File: config.mk
export PLATFORM = sky130hd
export DESIGN_NAME = dctf_scale
export DESIGN_NICKNAME = d
export VERILOG_FILES = /design/src/rtl/core/dctf_pkg.sv /design/src/rtl/core/dctf_scale.sv
export SDC_FILE = /design/constraint.sdc
export NUM_CORES = 2
export LEC_CHECK = 0
export ABC_AREA = 0
export BUFFER_PORTS_ARGS = -buffer_cell sky130_fd_sc_hd__buf_2
export CORE_ASPECT_RATIO = 0.75
export CORE_UTILIZATION = 40
export CTS_BUF_LIST = sky130_fd_sc_hd__clkbuf_2 sky130_fd_sc_hd__clkbuf_4 sky130_fd_sc_hd__clkbuf_8
export DETAILED_ROUTE_END_ITERATION = 8
export GPL_TIMING_DRIVEN = 0
export REMOVE_ABC_BUFFERS = 1
export SLEW_MARGIN = 20
export SYNTH_ARGS = -nofsm -noshare
export SYNTH_HDL_FRONTEND = slang
export SYNTH_SLANG_ARGS = --single-unit
File: constraint.sdc
create_clock -name clk -period 16.5 [get_ports clk]
set_input_delay 3.3 -clock clk [delete_from_list [all_inputs] [get_ports clk]]
set_output_delay 3.3 -clock clk [all_outputs]
set_load 0.01 [all_outputs]
File: src/rtl/core/dctf_pkg.sv
// ----------------------------------------------------------------------------
// dctf_pkg: shared types and constants of the 8-point forward DCT
// Widths of the butterfly, product and result words, the fixed-point
// constants of the flow graph and the enables that drive the output scalers.
// ----------------------------------------------------------------------------
package dctf_pkg;

	// Sample and constant precision
	localparam int SAMPLE_BITS = 16;
	localparam int FRAC_BITS   = 16;
	localparam int COEF_BITS   = 18;

	// Constant word: unsigned value below 2.0 carried as a signed word
	localparam int KW = FRAC_BITS + 2;

	// Butterfly growth: one bit per add level
	localparam int W1 = SAMPLE_BITS + 1;
	localparam int W2 = SAMPLE_BITS + 2;
	localparam int W3 = SAMPLE_BITS + 3;
	// Inner products and the pre-scale values, F fraction bits
	localparam int WP = W3 + KW;
	localparam int WV = WP + 3;
	// Output products, 2F fraction bits
	localparam int WR = WV + KW;

	// Input accept to result strobe, in clock cycles
	localparam int PIPE_DEPTH = 8;

	typedef logic signed [SAMPLE_BITS-1:0] sample_t;
	typedef logic signed [W1-1:0]          s1_t;
	typedef logic signed [W2-1:0]          s2_t;
	typedef logic signed [W3-1:0]          s3_t;
	typedef logic signed [WP-1:0]          p_t;
	typedef logic signed [WV-1:0]          val_t;
	typedef logic signed [WR-1:0]          prod_t;
	typedef logic signed [KW-1:0]          k_t;
	typedef logic signed [COEF_BITS-1:0]   coef_t;

	// Stage enables of an output scaler
	typedef struct packed {
		logic mul_en;
		logic out_en;
	} stage_en_t;

	// Round a 32-fraction-bit constant to FRAC_BITS, half up
	function automatic k_t kfix(input logic [63:0] q32);
		kfix = k_t'((q32 + (64'd1 << (31 - FRAC_BITS))) >> (32 - FRAC_BITS));
	endfunction

	// Output scale factors
	localparam k_t K_OUT0 = kfix(64'd1518500250);
	localparam k_t K_OUT1 = kfix(64'd1094777670);
	localparam k_t K_OUT2 = kfix(64'd1162209775);
	localparam k_t K_OUT3 = kfix(64'd1291378312);
	localparam k_t K_OUT4 = K_OUT0;
	localparam k_t K_OUT5 = kfix(64'd1932684223);
	localparam k_t K_OUT6 = kfix(64'd2805822602);
	localparam k_t K_OUT7 = kfix(64'd5503819015);

	// Inner multipliers: cos(pi/4), and the three rotation terms
	localparam k_t K_SQRT_HALF = kfix(64'd3037000500);
	localparam k_t K_ROT_A     = kfix(64'd2324419551);
	localparam k_t K_ROT_B     = kfix(64'd5611645204);
	localparam k_t K_ROT_C     = kfix(64'd1643612827);

	// Rounding and saturation bounds on the output product
	localparam prod_t ROUND_HALF = prod_t'(64'd1 << (2 * FRAC_BITS - 1));
	localparam prod_t COEF_MAX   = prod_t'((2 ** (COEF_BITS - 1)) - 1);
	localparam prod_t COEF_MIN   = prod_t'(-(2 ** (COEF_BITS - 1)));

endpackage

File: src/rtl/core/dctf_scale.sv
// ----------------------------------------------------------------------------
// dctf_scale: output scaler of one coefficient
// Multiplies a pre-scale value by its output factor, then rounds to nearest
// (ties up) and saturates to the coefficient range. Two register stages.
// ----------------------------------------------------------------------------
module dctf_scale (
	input  logic                clk,
	input  dctf_pkg::stage_en_t en,
	input  dctf_pkg::val_t      val,
	input  dctf_pkg::k_t        k,
	output dctf_pkg::coef_t     coef
);

	dctf_pkg::prod_t prod_s7;
	dctf_pkg::prod_t rnd;
	dctf_pkg::coef_t coef_s8;

	// Scale the value by the output factor
	always_ff @(posedge clk) begin
		if (en.mul_en) begin
			prod_s7 <= dctf_pkg::prod_t'(val) * dctf_pkg::prod_t'(k);
		end
	end

	// Drop the fraction bits after adding one half
	assign rnd = (prod_s7 + dctf_pkg::ROUND_HALF) >>> (2 * dctf_pkg::FRAC_BITS);

	// Clamp to the coefficient range and hold
	always_ff @(posedge clk) begin
		if (en.out_en) begin
			priority if (rnd > dctf_pkg::COEF_MAX) begin
				coef_s8 <= dctf_pkg::coef_t'(dctf_pkg::COEF_MAX);
			end else if (rnd < dctf_pkg::COEF_MIN) begin
				coef_s8 <= dctf_pkg::coef_t'(dctf_pkg::COEF_MIN);
			end else begin
				coef_s8 <= dctf_pkg::coef_t'(rnd);
			end
		end
	end

	assign coef = coef_s8;

endmodule

==> results.sh <==
export IMPL_fill_cells=6333
export IMPL_tritoncts="done"
export IMPL_postCtsSetupBuffers=0
export IMPL_die_y_um=221.4
export IMPL_min_period_ns=10.57
export IMPL_synth_edf_count=45
export IMPL_synthCells=2872
export IMPL_gp_congestion=0.9032
export IMPL_setup_viol=0
export IMPL_clockBufferDepth=2
export IMPL_postCtsResizedCells=0
export IMPL_yosys_area_share_adder=0.5949
export IMPL_drive_gt1_frac=0.03726
export IMPL_synth_mux_area_frac=0.0008769
export IMPL_grt_usage=0.2262
export IMPL_synth_simple_area_share=0.1587
export IMPL_drt_pass1_iter_count=5
export IMPL_ys_flop_type="edfxtp_1"
export IMPL_rows=80
export IMPL_htreeDepth=2
export IMPL_hold_buffers=0
export IMPL_grt_max_degree=41
export IMPL_dieArea_um2=65230
export IMPL_multiInputGateArea_um2=20910
export IMPL_synth_cell_types=62
export IMPL_die_w_um=294.6
export IMPL_rsz0062_at_grt="no"
export IMPL_initial_core_util=0.4041
export IMPL_core_area_um2=63560
export IMPL_tns_ns=0
export IMPL_worstSetupEndpointType="flop"
export IMPL_fmax_ghz=0.09459
export IMPL_worstPathRequired_ns=16.56
export IMPL_numClockSinks=45
export IMPL_dp_cells=3670
export IMPL_worst_setup_path_start_kind="primary input"
export IMPL_avgRoutedWirePerCell_um=18.94
export IMPL_drt_total_wl_mm=69.70
export IMPL_antenna_found_initial=0
export IMPL_hold_viol=0
export IMPL_grt_pass1_vias=19792
export IMPL_cts_buffers=5
export IMPL_io_pins=79
export IMPL_drc=0
export IMPL_register_area_um2=1351
export IMPL_synth_top_family_by_area="adder cells"
export IMPL_netlist_area_um2=25680
export IMPL_clk_pin_slew_ns=0.10
export IMPL_clockRootBuffer="clkbuf_8"
export IMPL_synth_xor_area_frac=0.01773
export IMPL_crit_type="in -> reg"
export IMPL_insertion_delay_ns=0.31
export IMPL_fin_util=0.4215
export IMPL_ys_warn_count=0
export IMPL_avgSynthCellArea_um2=8.942
export IMPL_area_delta_synth_final_pct=4.326
export IMPL_vias_per_cell=4.986
export IMPL_grt_pass1_wl_mm=113.2
export IMPL_min_path_type="reg -> reg"
export IMPL_drt_iter0_markers=1496
export IMPL_cp_arrival_ns=10.63
export IMPL_max_cap_violations=0
export IMPL_slew_limit_headroom=0.2131
export IMPL_ant_nets=0
export IMPL_status="finished, final reports clean"
export IMPL_nets=3691
export IMPL_min_period_over_period=0.6407
export IMPL_vias=18347
export IMPL_grt_ovfl_total=0
export IMPL_cp_max_fo=40
export IMPL_async_flop_share=0
export IMPL_ys_ff_latch=45
export IMPL_final_cells=3680
export IMPL_synth_yosys_seq_area_share=0.05262
export IMPL_synth_compound_area_share=0.04170
export IMPL_slew_violations=0
export IMPL_worst_pin_slew_ns=1.180
export IMPL_dpl_hpwl_mm=52.24
export IMPL_finClkSkew_ns=0.009592
export IMPL_portBuffers=78
[layout make-up]
type,instances,area share
Multi-Input combinational cell,1914,0.7802
Inverter,770,0.1079
Sequential cell,45,0.05043
Tap cell,861,0.04021
Timing Repair Buffer,81,0.01775
Clock buffer,5,0.002568
Clock inverter,3,0.0008406
Antenna cell,1,0.00009340
[state kept, by name, indices dropped and copies added (netlist names)]
signal and cells:
coef 18, prod_s7 27
[worst paths after layout]
kind | endpoint | depth (start not counted) | slack [ns] | startpoint
worst max register to register | coef[1] | 9 | 13.43 | prod_s7[31]
worst min register to register | coef[12] | 2 | 0.66 | prod_s7[44]
worst min-delay path | coef[12] | 2 | 0.66 | prod_s7[44]
worst max-delay path | prod_s7[52] | 23 | 5.93 | k[3]
[cells in the final DEF, fill, tap and decap left out, drive strengths merged, types with 20 or more instances in the layout]
cell / synthesis / routed
ha: 133 / 133
edfxtp: 45 / 45
o21ai: 39 / 39
xor2: 20 / 20
nand2: 524 / 524
nor2: 53 / 53
and2: 204 / 204
a21oi: 61 / 61
inv: 770 / 770
xnor2: 32 / 32
buf: 4 / 81
fa: 680 / 680
[synthesized netlist by cell type, types with 2 or more instances]
| cell | count | area [µm²] |
|---|---|---|
| inv_1 | 770 | 2890 |
| fa_1 | 680 | 13610 |
| nand2_1 | 524 | 1967 |
| and2_1 | 204 | 1276 |
| clkbuf_1 | 139 | 521.8 |
| ha_1 | 133 | 1664 |
| a21oi_1 | 60 | 300.3 |
| nor2_1 | 52 | 195.2 |
| edfxtp_1 | 45 | 1351 |
| o21ai_0 | 38 | 190.2 |
| xnor2_1 | 32 | 280.3 |
| xor2_1 | 20 | 175.2 |
| a21o_1 | 16 | 120.1 |
| nand3_1 | 15 | 75.07 |
| nand4_1 | 15 | 93.84 |
| nand2b_1 | 14 | 87.58 |
| and3_1 | 11 | 68.82 |
| nor3_1 | 11 | 55.05 |
| o21bai_1 | 9 | 67.56 |
| nor2b_1 | 7 | 43.79 |
| o21a_1 | 7 | 52.55 |
| a31oi_1 | 6 | 37.54 |
| a211o_1 | 4 | 35.03 |
| and4_1 | 4 | 35.03 |
| nor4_1 | 4 | 25.02 |
| o211ai_1 | 4 | 30.03 |
| a21boi_0 | 3 | 22.52 |
| and3_4 | 3 | 33.78 |
| a211oi_1 | 2 | 15.01 |
| a221oi_1 | 2 | 17.52 |
| and4b_1 | 2 | 20.02 |
| buf_1 | 2 | 7.510 |
| buf_2 | 2 | 10.01 |
| nand4b_1 | 2 | 17.52 |
| o22ai_1 | 2 | 12.51 |
| o41ai_1 | 2 | 17.52 |
[per-stage QoR]
| stage | hold WS (ns) | area [µm²] | setup slack (ns) |
|---|---|---|---|
| 6_report | 0.6637 | 26790 | 5.928 |
| 5_1_grt | 0.6892 | 26790 | 5.430 |
| 4_1_cts | 0.6731 | 26750 | 5.934 |
| 3_5_place_dp | 0.6632 | 26660 | 5.668 |
| 3_3_place_gp | 0.6450 | 26610 | 5.528 |
| 2_1_floorplan | 0.5992 | 25140 | 7.378 |
[kinds of logic (layout without fill, tap and decap cells)]
logic type / count (synthesis) / count (layout)
buf+inv: 913 / 859
xor+xnor: 52 / 52
compound gates: 170 / 170
other cells: 0 / 1
flops: 45 / 45
mux: 2 / 2
fa+ha+maj: 813 / 813
simple gates: 877 / 877
[worst max-delay path, stage by stage]
cell and delay (ns):
buf_2 0.84, nand2_1 0.19, fa_1 0.62, inv_1 0.08
fa_1 0.53, inv_1 0.05, fa_1 0.51, inv_1 0.06
fa_1 0.50, fa_1 0.50, inv_1 0.05, fa_1 0.50
inv_1 0.05, ha_1 0.34, a2111oi_0 0.36, o21ai_0 0.15
o21ai_0 0.25, o41ai_1 0.21, a211oi_2 0.51, a21oi_2 0.18
o21ai_2 0.34, nor4_1 0.09, or3_1 0.37
[layer usage]
metal / wire (µm) / GRT usage
met1: 33920 / 0.3589
met2: 28790 / 0.3254
met3: 6278 / 0.04570
met4: 711 / 0.02403
met5: 0 / 0
Power is not shown: default switching activity piles up to over one toggle a cycle in this logic, so the estimate is an artifact.
